**src/ctcp_pkg.sv**
```systemverilog
// ----------------------------------------------------------------------------
// ctcp_pkg
// Shared types and reply codes for the configuration table command port.
// ----------------------------------------------------------------------------
package ctcp_pkg;

    localparam int ADDR_W = 6;
    localparam int BYTE_W = 8;

    // progress codes on the reply byte
    localparam logic [BYTE_W-1:0] RPL_NONE     = 8'h00;
    localparam logic [BYTE_W-1:0] RPL_WR_MODE  = 8'hE0;
    localparam logic [BYTE_W-1:0] RPL_WR_ADDR  = 8'hE1;
    localparam logic [BYTE_W-1:0] RPL_WR_VALUE = 8'hE2;
    localparam logic [BYTE_W-1:0] RPL_RD_MODE  = 8'hF0;

    // bit of the mode byte that selects the whole table
    localparam int MODE_WHOLE_BIT = 0;

    typedef struct packed {
        logic              we;
        logic [ADDR_W-1:0] waddr;
        logic [BYTE_W-1:0] wdata;
        logic              re;
        logic [ADDR_W-1:0] raddr;
    } t_mem_req;

    typedef struct packed {
        logic              reply_valid;
        logic [BYTE_W-1:0] reply_byte;
        logic              ready_idle;
        logic              use_mem;
    } t_reply;

endpackage

```
**src/ctcp_mem.sv**
```systemverilog
// ----------------------------------------------------------------------------
// ctcp_mem
// Setting table storage: one write port, one read port with registered data,
// per-entry written flags so unwritten entries read as zero after reset.
// ----------------------------------------------------------------------------
module ctcp_mem #(
    parameter int TABLE_SIZE = 45
) (
    input  logic                  i_clk,
    input  logic                  i_rst_n,
    input  ctcp_pkg::t_mem_req    i_req,
    output logic [ctcp_pkg::BYTE_W-1:0] o_rdata
);
    import ctcp_pkg::*;

    localparam int AW = (TABLE_SIZE > 1) ? $clog2(TABLE_SIZE) : 1;

    logic [BYTE_W-1:0]     r_mem [TABLE_SIZE];
    logic [TABLE_SIZE-1:0] r_written;
    logic [BYTE_W-1:0]     r_rdata;
    logic                  r_rd_written;

    always_ff @(posedge i_clk) begin
        if (i_req.we) begin
            r_mem[i_req.waddr[AW-1:0]] <= i_req.wdata;
        end
        if (i_req.re) begin
            r_rdata <= r_mem[i_req.raddr[AW-1:0]];
        end
    end

    always_ff @(posedge i_clk) begin
        if (!i_rst_n) begin
            r_written    <= '0;
            r_rd_written <= 1'b0;
        end else begin
            if (i_req.we) begin
                r_written[i_req.waddr[AW-1:0]] <= 1'b1;
            end
            if (i_req.re) begin
                r_rd_written <= r_written[i_req.raddr[AW-1:0]];
            end
        end
    end

    assign o_rdata = r_rd_written ? r_rdata : '0;

endmodule

```
**src/ctcp_ctrl.sv**
```systemverilog
// ----------------------------------------------------------------------------
// ctcp_ctrl
// Command sequencer: decodes each accepted byte against the current phase,
// issues table accesses and registers the reply for the output stage.
// ----------------------------------------------------------------------------
module ctcp_ctrl #(
    parameter int TABLE_SIZE = 45,
    parameter int WRITE_CODE = 14,
    parameter int READ_CODE  = 15
) (
    input  logic                        i_clk,
    input  logic                        i_rst_n,
    input  logic                        i_valid,
    input  logic                        i_strobe,
    input  logic [ctcp_pkg::BYTE_W-1:0] i_byte,
    input  logic                        i_adv,
    output logic                        o_ready,
    output ctcp_pkg::t_mem_req          o_mem_req,
    output ctcp_pkg::t_reply            o_reply,
    output logic                        o_s1_valid
);
    import ctcp_pkg::*;

    typedef enum logic [2:0] {
        PH_IDLE   = 3'd0,
        PH_MODE   = 3'd1,
        PH_ADDR   = 3'd2,
        PH_VALUE  = 3'd3,
        PH_TWRITE = 3'd4,
        PH_TREAD  = 3'd5,
        PH_WTAIL  = 3'd6,
        PH_RTAIL  = 3'd7
    } t_phase;

    localparam logic [BYTE_W-1:0] SIZE_B   = BYTE_W'(TABLE_SIZE);
    localparam logic [BYTE_W-1:0] LAST_B   = BYTE_W'(TABLE_SIZE - 1);
    localparam logic [BYTE_W-1:0] WR_B     = BYTE_W'(WRITE_CODE);
    localparam logic [BYTE_W-1:0] RD_B     = BYTE_W'(READ_CODE);
    localparam logic [ADDR_W-1:0] LAST_IDX = ADDR_W'(TABLE_SIZE - 1);

    t_phase            r_phase, n_phase;
    logic              r_is_read, n_is_read;
    logic              r_addr_ok, n_addr_ok;
    logic [ADDR_W-1:0] r_target, n_target;
    logic [ADDR_W-1:0] r_idx, n_idx;
    logic              r_s1_valid;
    t_reply            r_s1, n_s1;
    t_mem_req          req;
    logic              accept;
    logic              in_range;

    assign o_ready  = !r_s1_valid || i_adv;
    assign accept   = i_valid && o_ready;
    assign in_range = i_byte < SIZE_B;

    always_comb begin
        n_phase   = r_phase;
        n_is_read = r_is_read;
        n_addr_ok = r_addr_ok;
        n_target  = r_target;
        n_idx     = r_idx;
        n_s1      = '{reply_valid: 1'b0, reply_byte: RPL_NONE,
                      ready_idle: (r_phase == PH_IDLE), use_mem: 1'b0};
        req       = '0;
        unique case (r_phase)
            PH_IDLE: begin
                if (i_strobe && i_byte == WR_B) begin
                    n_is_read = 1'b0;
                    n_phase   = PH_MODE;
                end else if (i_strobe && i_byte == RD_B) begin
                    n_is_read = 1'b1;
                    n_phase   = PH_MODE;
                end
            end
            PH_MODE: begin
                n_s1.reply_byte = r_is_read ? RPL_RD_MODE : RPL_WR_MODE;
                n_idx           = '0;
                if (i_byte[MODE_WHOLE_BIT]) begin
                    n_phase = r_is_read ? PH_TREAD : PH_TWRITE;
                end else begin
                    n_phase = PH_ADDR;
                end
            end
            PH_ADDR: begin
                if (r_is_read) begin
                    n_s1.reply_valid = 1'b1;
                    n_s1.use_mem     = in_range;
                    req.re           = in_range;
                    req.raddr        = i_byte[ADDR_W-1:0];
                    n_phase          = PH_IDLE;
                end else begin
                    n_addr_ok       = in_range;
                    n_target        = i_byte[ADDR_W-1:0];
                    n_s1.reply_byte = RPL_WR_ADDR;
                    n_phase         = PH_VALUE;
                end
            end
            PH_VALUE: begin
                req.we          = r_addr_ok;
                req.waddr       = r_target;
                req.wdata       = i_byte;
                n_s1.reply_byte = RPL_WR_VALUE;
                n_phase         = PH_IDLE;
            end
            PH_TWRITE: begin
                req.we          = 1'b1;
                req.waddr       = r_idx;
                req.wdata       = i_byte;
                n_s1.reply_byte = BYTE_W'(r_idx);
                if (r_idx >= LAST_IDX) begin
                    n_phase = PH_WTAIL;
                end else begin
                    n_idx = r_idx + ADDR_W'(1);
                end
            end
            PH_TREAD: begin
                n_s1.reply_valid = 1'b1;
                n_s1.use_mem     = 1'b1;
                req.re           = 1'b1;
                req.raddr        = r_idx;
                if (r_idx >= LAST_IDX) begin
                    n_phase = PH_RTAIL;
                end else begin
                    n_idx = r_idx + ADDR_W'(1);
                end
            end
            PH_WTAIL: begin
                n_s1.reply_byte = LAST_B;
                n_phase         = PH_IDLE;
            end
            PH_RTAIL: begin
                n_phase = PH_IDLE;
            end
            default: begin
                n_phase = PH_IDLE;
            end
        endcase
    end

    // table accesses happen on the edge that takes the transaction
    always_comb begin
        o_mem_req    = req;
        o_mem_req.we = req.we && accept;
        o_mem_req.re = req.re && accept;
    end

    always_ff @(posedge i_clk) begin
        if (!i_rst_n) begin
            r_phase    <= PH_IDLE;
            r_is_read  <= 1'b0;
            r_addr_ok  <= 1'b0;
            r_target   <= '0;
            r_idx      <= '0;
            r_s1_valid <= 1'b0;
        end else begin
            if (accept) begin
                r_phase   <= n_phase;
                r_is_read <= n_is_read;
                r_addr_ok <= n_addr_ok;
                r_target  <= n_target;
                r_idx     <= n_idx;
                r_s1      <= n_s1;
            end
            if (accept) begin
                r_s1_valid <= 1'b1;
            end else if (i_adv) begin
                r_s1_valid <= 1'b0;
            end
        end
    end

    assign o_reply    = r_s1;
    assign o_s1_valid = r_s1_valid;

    a_idx_in_range: assert property (@(posedge i_clk) disable iff (!i_rst_n)
        r_idx <= LAST_IDX)
        else $error("table index past last entry");

    a_we_phase: assert property (@(posedge i_clk) disable iff (!i_rst_n)
        o_mem_req.we |-> (r_phase == PH_VALUE || r_phase == PH_TWRITE))
        else $error("table write outside a write phase");

    a_no_rw: assert property (@(posedge i_clk) disable iff (!i_rst_n)
        !(o_mem_req.we && o_mem_req.re))
        else $error("table read and write in one cycle");

    a_wtail: assert property (@(posedge i_clk) disable iff (!i_rst_n)
        (accept && r_phase == PH_TWRITE && r_idx == LAST_IDX) |=> r_phase == PH_WTAIL)
        else $error("whole-table write did not end in tail cycle");

    a_s1_hold: assert property (@(posedge i_clk) disable iff (!i_rst_n)
        (r_s1_valid && !i_adv) |=> r_s1_valid)
        else $error("stalled reply lost in first stage");

endmodule

```
**src/ctcp_out.sv**
```systemverilog
// ----------------------------------------------------------------------------
// ctcp_out
// Reply output register: merges table read data into the reply and holds it
// until the downstream side takes the transaction.
// ----------------------------------------------------------------------------
module ctcp_out (
    input  logic                        i_clk,
    input  logic                        i_rst_n,
    input  ctcp_pkg::t_reply            i_reply,
    input  logic                        i_valid,
    input  logic [ctcp_pkg::BYTE_W-1:0] i_rdata,
    input  logic                        i_m_ready,
    output logic                        o_adv,
    output logic                        o_m_valid,
    output logic [ctcp_pkg::BYTE_W-1:0] o_m_data,
    output logic [1:0]                  o_m_user
);
    import ctcp_pkg::*;

    logic              r_valid;
    logic [BYTE_W-1:0] r_byte;
    logic [1:0]        r_user;

    assign o_adv = !r_valid || i_m_ready;

    always_ff @(posedge i_clk) begin
        if (!i_rst_n) begin
            r_valid <= 1'b0;
        end else if (o_adv) begin
            r_valid <= i_valid;
        end
    end

    always_ff @(posedge i_clk) begin
        if (o_adv && i_valid) begin
            r_byte <= i_reply.use_mem ? i_rdata : i_reply.reply_byte;
            r_user <= {i_reply.ready_idle, i_reply.reply_valid};
        end
    end

    assign o_m_valid = r_valid;
    assign o_m_data  = r_byte;
    assign o_m_user  = r_user;

endmodule

```
**src/config_table_command_port_unit.sv**
```systemverilog
// A reply passes through the sequencer's reply register and then the output register before it
// is presented on the master side, where it is held until taken.
// Throughput: one transaction per cycle unless the master side stalls; one reply per input
// transaction, in order.
// Reset (i_rst_n low, synchronous) returns the sequencer to idle and marks every
// table entry unwritten, so the whole table reads as zero at once; no clearing pass.
// ----------------------------------------------------------------------------
// config_table_command_port_unit
// Device side of a byte-per-cycle (when not stalled) command port onto a table of setting registers.
// ----------------------------------------------------------------------------
module config_table_command_port_unit #(
    parameter int TABLE_SIZE = 45,
    parameter int WRITE_CODE = 14,
    parameter int READ_CODE  = 15
) (
    input  logic       i_clk,
    input  logic       i_rst_n,
    input  logic       s_axis_tvalid,
    output logic       s_axis_tready,
    input  logic [7:0] s_axis_tdata,   // [7:0] byte_in
    input  logic       s_axis_tuser,   // [0] start_strobe
    output logic       m_axis_tvalid,
    input  logic       m_axis_tready,
    output logic [7:0] m_axis_tdata,   // [7:0] reply_byte
    output logic [1:0] m_axis_tuser    // [0] reply_valid, [1] ready_idle
);
    import ctcp_pkg::*;

    t_mem_req          mem_req;
    t_reply            s1_reply;
    logic              s1_valid;
    logic              adv;
    logic [BYTE_W-1:0] rdata;

    ctcp_ctrl #(
        .TABLE_SIZE (TABLE_SIZE),
        .WRITE_CODE (WRITE_CODE),
        .READ_CODE  (READ_CODE)
    ) u_ctrl (
        .i_clk      (i_clk),
        .i_rst_n    (i_rst_n),
        .i_valid    (s_axis_tvalid),
        .i_strobe   (s_axis_tuser),
        .i_byte     (s_axis_tdata),
        .i_adv      (adv),
        .o_ready    (s_axis_tready),
        .o_mem_req  (mem_req),
        .o_reply    (s1_reply),
        .o_s1_valid (s1_valid)
    );

    ctcp_mem #(
        .TABLE_SIZE (TABLE_SIZE)
    ) u_mem (
        .i_clk   (i_clk),
        .i_rst_n (i_rst_n),
        .i_req   (mem_req),
        .o_rdata (rdata)
    );

    ctcp_out u_out (
        .i_clk     (i_clk),
        .i_rst_n   (i_rst_n),
        .i_reply   (s1_reply),
        .i_valid   (s1_valid),
        .i_rdata   (rdata),
        .i_m_ready (m_axis_tready),
        .o_adv     (adv),
        .o_m_valid (m_axis_tvalid),
        .o_m_data  (m_axis_tdata),
        .o_m_user  (m_axis_tuser)
    );

endmodule

```
**config.mk**
```make
export PLATFORM = sky130hd
export DESIGN_NAME = config_table_command_port_unit
export DESIGN_NICKNAME = d
export VERILOG_FILES = /design/src/ctcp_pkg.sv /design/src/ctcp_mem.sv /design/src/ctcp_ctrl.sv /design/src/ctcp_out.sv /design/src/config_table_command_port_unit.sv
export SDC_FILE = /design/constraint.sdc
export NUM_CORES = 1
export LEC_CHECK = 0
export BUFFER_PORTS_ARGS = -buffer_cell sky130_fd_sc_hd__buf_4
export CAP_MARGIN = 20
export CORE_UTILIZATION = 66
export DETAILED_ROUTE_END_ITERATION = 8
export GPL_ROUTABILITY_DRIVEN = 0
export PLACE_DENSITY = 0.83
export SLEW_MARGIN = 10
export SYNTH_ARGS = -nofsm -noshare
export SYNTH_HDL_FRONTEND = slang
export SYNTH_SLANG_ARGS = --single-unit
```
**constraint.sdc**
```tcl
create_clock -name i_clk -period 5.8 [get_ports i_clk]
set_input_delay 0.29 -clock i_clk [delete_from_list [all_inputs] [get_ports i_clk]]
set_output_delay 0.29 -clock i_clk [all_outputs]
set_load 0.05 [all_outputs]
```
# Yosys cells after proc, flatten, opt, wreduce, memory -nomap -nowiden

Memories as Yosys holds them, arrays and structs flattened. A register that Yosys moved wholly into a read port is not among the register bits.
Index checks and enable logic that the tools add are counted.

Register bits after elaboration: 86
RAM bits: 360
Input port bits: 13
Output and inout bits: 12
Word-level logic and storage cells: 91
Memories kept: 1

Add/sub/neg operators: 1
Magnitude comparators: 5
Eq/ne operators: 13
Multiplexer cells: 32
Bitwise logic cells: 2
Reduce and logical (&&, ||, !) cells: 22

Memory list:

| name        | words | bits a word | rd ports | clocked after memory_dff | write ports | line           | source |
|---|---|---|---|---|---|---|---|
| u_mem.r_mem | 45    | 8           | 1        | 1                        | 1           | ctcp_mem.sv:18 | `logic [BYTE_W-1:0] r_mem [TABLE_SIZE];` |

Operators with widths:

| operator                                                           | number |
|---|---|
| OR 45 bit                                                          | 1 |
| case mux 8 bit (5 select lines)                                    | 1 |
| case mux 15 bit (2 select lines)                                   | 1 |
| 2-to-1 mux 8 bit                                                   | 3 |
| case mux 3 bit (6 select lines)                                    | 1 |
| == test 8 x 4 -> 1 bit (second input constant)                     | 2 |
| 2-to-1 mux 3 bit                                                   | 5 |
| less-than comparator 6 x 7 -> 1 bit (second input constant)        | 2 |
| case mux 7 bit (2 select lines)                                    | 1 |
| == test 3 bit (second input constant)                              | 4 |
| case mux 6 bit (2 select lines)                                    | 1 |
| 2-to-1 mux 1 bit                                                   | 11 |
| AND reduction 3 bit                                                | 3 |
| less-than comparator 8 x 6 -> 1 bit (second input constant)        | 1 |
| logical AND 1 bit                                                  | 7 |
| 2-to-1 mux 7 bit                                                   | 1 |
| adder 6 x 1 -> 6 bit (second input constant)                       | 1 |
| binary-select mux 1 bit (select 6 bit)                             | 1 |
| demux 1 bit (select 6 bit)                                         | 1 |
| == test 3 x 2 -> 1 bit (second input constant)                     | 2 |
| greater-or-equal comparator 6 x 1 -> 1 bit (second input constant) | 1 |
| greater-or-equal comparator 6 bit (second input constant)          | 1 |
| 2-to-1 mux 6 bit                                                   | 1 |
| nonzero test 2 bit                                                 | 3 |
| other kinds (15)                                                   | 19 |

# Logic depth before layout (Yosys ltp)

Depth in word-level cells: 7
Mapped depth: 12
Mapped depth without buffers: 7

# Hierarchy

Synthesis repeated with hierarchy kept, for this count alone.

Cell total of the unflattened synthesis: 1104
Area total of the unflattened synthesis: 18322.6 um^2

By module, submodules not included:

| module    | instances | cells an instance | area each (um^2) | seq. area each (um^2) |
|---|---|---|---|---|
| ctcp_mem  | 1         | 898               | 16234.3          | 11971.5 |
| ctcp_ctrl | 1         | 182               | 1612.8           | 660.6 |
| ctcp_out  | 1         | 24                | 475.5            | 320.3 |

# Worst setup path before layout

No wires, ideal clock.

Path type: flip-flop to flip-flop
Start point: reg u_ctrl.r_phase[2]
End point: mem u_mem.r_mem[0][1], data pin
Library setup time: 0.423 ns
Arrival time: 2.294 ns
Data required time: 5.377 ns
Slack: 3.083 ns
Cell stages (with the launch flop): 6
Path buffers: 2
Cells stage by stage: dfxtp_1 buf_2 and3b_1 clkbuf_1 nor2_1 nor2b_1

RTL lines:

| item                     | line             | source |
|---|---|---|
| start: declaration       | ctcp_ctrl.sv:41  | `t_phase r_phase, n_phase;` |
| start signal: assignment | ctcp_ctrl.sv:157 | `r_phase <= n_phase;` |
| end: declaration         | ctcp_mem.sv:18   |  |

# Final worst setup path

Start point: reg u_ctrl.r_phase[0]
End point: reg u_mem.r_rdata[4], read port of u_mem.r_mem, data pin

Cells in the longest elaborated chain, start to end: 3

Ends and longest elaborated chain:

| item                                                    | line             | source |
|---|---|---|
| == test 3 bit or == test 3 x 2 -> 1 bit (tied branches) | ctcp_ctrl.sv:65  | `unique case (r_phase)` |
| case mux 7 bit (2 select lines) *                       | ctcp_ctrl.sv:65  |  |
| logical AND 1 bit                                       | ctcp_ctrl.sv:144 | `o_mem_req.re = req.re && accept;` |
| end: declaration                                        | ctcp_mem.sv:20   | `logic [BYTE_W-1:0] r_rdata;` |

Every way passes the cells marked *; elsewhere a longest branch is shown, timed or not.
A chain may end at the register's enable or synchronous reset.

==> flow_metrics.env <==
export IMPL_r2r_cells=7
export IMPL_synth_distinct_cells=69
export IMPL_layout_commonest_cell="edfxtp_1"
export IMPL_syn_instance_count=1407
export IMPL_cts_buffer_depth=3
export IMPL_cts_buffers=43
export IMPL_grt_max_degree=78
export IMPL_r2r_end="u_mem.r_rdata[4]"
export IMPL_finalCriticalPeriod_ns=4.01
export IMPL_grt_pass1_wl_um=67000
export IMPL_routed_wirelength_um=44300
export IMPL_hold_start="s_axis_tdata[4]"
export IMPL_p_leak_uw=0.00705
export IMPL_wl_per_cell_um=24.3
export IMPL_layout_drive_gt1_share_pct=12.3
export IMPL_h_tree_depth=2
export IMPL_worstSetupEndpointType="flip-flop"
export IMPL_async_flop_share_pct=0
export IMPL_grt_setup_unrepaired="false"
export IMPL_fin_crit_sh_pct=69.2
export IMPL_timing_fmax_ghz=0.249
export IMPL_vias=11900
export IMPL_worstSetupPathType="reg -> reg"
export IMPL_total_power_uw=6400
export IMPL_grt_ovfl_total=0
export IMPL_r2r_slack_ns=1.79
export IMPL_startpoint_type="flip-flop"
export IMPL_grt_pass1_vias=11600
export IMPL_clkSinkCount=453
export IMPL_synthFlopType="edfxtp_1"
export IMPL_initial_core_util_pct=67.1
export IMPL_portBuffers=24
export IMPL_final_core_util_pct=74.0
export IMPL_required_ns=6.17
export IMPL_cts_tree="yes"
export IMPL_drt_pass1_iter_count=7
export IMPL_setup_tns_ns=0
export IMPL_syn2layout_area_growth_pct=10.3
export IMPL_status="finished clean"
export IMPL_core_area_mm2=0.0279
export IMPL_setup_viol=0
export IMPL_drv_slew=0
export IMPL_synth_edf_count=388
export IMPL_drcViolationCount=0
export IMPL_syn_nets=1422
export IMPL_dieHeight_um=170
export IMPL_nets=1424
export IMPL_timing_slew_headroom_pct=25.1
export IMPL_yosysWarnings=0
export IMPL_row_count=61
export IMPL_n_antenna_cell=0
export IMPL_irDropWorstVdd_mv=0.287
export IMPL_placedCellCount=1738
export IMPL_worst_path_max_fanout=43
export IMPL_clk_latency_ns=0.56
export IMPL_worstReg2RegStart="u_ctrl.r_phase[0]"
export IMPL_drt_iter0_drc=1520
export IMPL_root_buffer="clkbuf_16"
export IMPL_avgSynthCellArea_um2=13.3
export IMPL_hold_end="u_ctrl.r_target[4]"
export IMPL_max_cap_viol_count=0
export IMPL_hold_violations=0
export IMPL_die_w_um=170
export IMPL_pin_count=25
export IMPL_cts_setup_buffers=0
export IMPL_tightest_slew_ns=1.12
export IMPL_yosysSeqAreaShare_pct=69.3
export IMPL_ant_nets=0
export IMPL_clkTransAtPathRegs_ns=0.07
export IMPL_antenna_found_initial=0
export IMPL_syn_area_mm2=0.0187
export IMPL_power_density_mw_per_mm2=311
export IMPL_viasPerCell=6.53
export IMPL_stdcell_count=1820
export IMPL_hold_depth=3
export IMPL_synth_seq_cells=453
export IMPL_die_area_mm2=0.0290
export IMPL_arrival_ns=4.38
export IMPL_layout_common_cells="388 x edfxtp_1, 233 x nand2_1, 95 x nor2_1"
export IMPL_dp_hpwl_um=26300
export IMPL_grt_util_all_layers_pct=31.6
export IMPL_fin_skew_ns=0.0282
export IMPL_min_path_type="in -> reg"
[layout make-up]
class	count	area [um2]
Tap cell	378	473
Sequential cell	453	13000
Fill cell	1678	7240
Inverter	20	75.1
Timing Repair Buffer	40	388
Clock inverter	26	248
Multi-Input combinational cell	851	5290
Clock buffer	52	1190
[synthesized netlist by cell type (5+ instances only)]
cell	n	area share, %
buf_2	25	0.67
mux2_2	35	2.1
nor3_1	5	0.13
or3_1	8	0.27
buf_4	15	0.60
inv_1	19	0.38
nor2b_1	14	0.47
nand2_1	233	4.7
nand3_1	73	2.0
nand4_1	8	0.27
o21ai_0	27	0.72
edfxtp_1	388	62
o22ai_1	7	0.23
a31o_2	9	0.42
dfxtp_1	65	7.0
nor2_1	96	1.9
a211oi_1	28	1.1
o21a_1	42	1.7
mux2i_1	87	4.7
clkbuf_1	36	0.72
a21oi_1	44	1.2
a311oi_1	7	0.33
a22oi_1	20	0.80
a21o_1	7	0.28
and3_1	23	0.77
a31oi_1	16	0.54
[power by group]
group | internal, uW | leakage [uW] | switching (uW)
Clock | 1680 | 0.000709 | 1170
Sequential | 3490 | 0.00412 | 3.17
Combinational | 16.5 | 0.00222 | 39.2
Total | 5190 | 0.00705 | 1210
[registers in the layout, summed over array words and instances, names as in the netlist, 2 cells and up]
signal,count
u_ctrl.o_reply,10
u_ctrl.r_idx,6
u_ctrl.r_phase,3
u_ctrl.r_target,6
u_mem.r_mem,360
u_mem.r_rdata,8
u_mem.r_written,45
u_out.o_m_data,8
u_out.o_m_user,2
[metal layers]
metal	routed length (um)	global-route usage, %
met1	16500	41.4
met2	21400	52.0
met3	4320	5.35
met4	2070	14.5
met5	0	0
[worst max-delay path, stage by stage, from the launching register on]
cell and delay, ns:
dfxtp_1 0.72, and4bb_4 0.43, a21oi_4 0.81, buf_4 0.63, mux2_2 0.44, a22oi_1 0.24
nand3_1 0.21, a211oi_1 0.27
[kinds of logic (layout without fill, tap and decap cells)]
kind of cell / Yosys count / in the layout / share of synthesized area, %
AOI/OAI and AO/OA: 235 / 235 / 8.89
muxes: 125 / 125 / 7.13
buffers and inverters: 103 / 138 / 2.76
DFF: 453 / 453 / 69.3
xor gates and xnor gates: 4 / 4 / 0.187
adders and majority gates: 2 / 2 / 0.134
and+or+nand+nor: 485 / 485 / 11.6
[timing repair]
action | 4_1_cts | 5_1_grt
setup endpoints to repair | 0 | 0
endpoints found under the hold margin | 1 | 0
hold buffers | 1 | 0
gates resized for setup | 0 | 0
[how the worst max path moves through the flow]
stage                       from           endpoint  slack (ns)  depth (start not counted)
6_report       u_ctrl.r_phase[0]   u_mem.r_rdata[4]        1.79                          7
5_1_grt        u_ctrl.r_phase[1]   u_mem.r_rdata[4]        1.63                          8
4_1_cts        u_ctrl.r_phase[1]   u_mem.r_rdata[4]        1.90                          8
3_5_place_dp   u_ctrl.r_phase[1]   u_mem.r_rdata[4]        1.94                          8
3_3_place_gp   u_ctrl.r_phase[1]   u_mem.r_rdata[1]        2.01                          8
2_1_floorplan  u_ctrl.r_phase[2]  u_mem.r_mem[0][1]        3.08                          5
[per-stage QoR]
step	hold slack, ns	area, um2	setup WS [ns]
3_5_place_dp	0.409	19100	1.94
3_3_place_gp	0.411	19100	2.01
4_1_cts	0.00981	20500	1.90
2_1_floorplan	0.400	18700	3.08
5_1_grt	0.0508	20600	1.63
6_report	0.0346	20600	1.79
(Power assumes the default switching activity.)
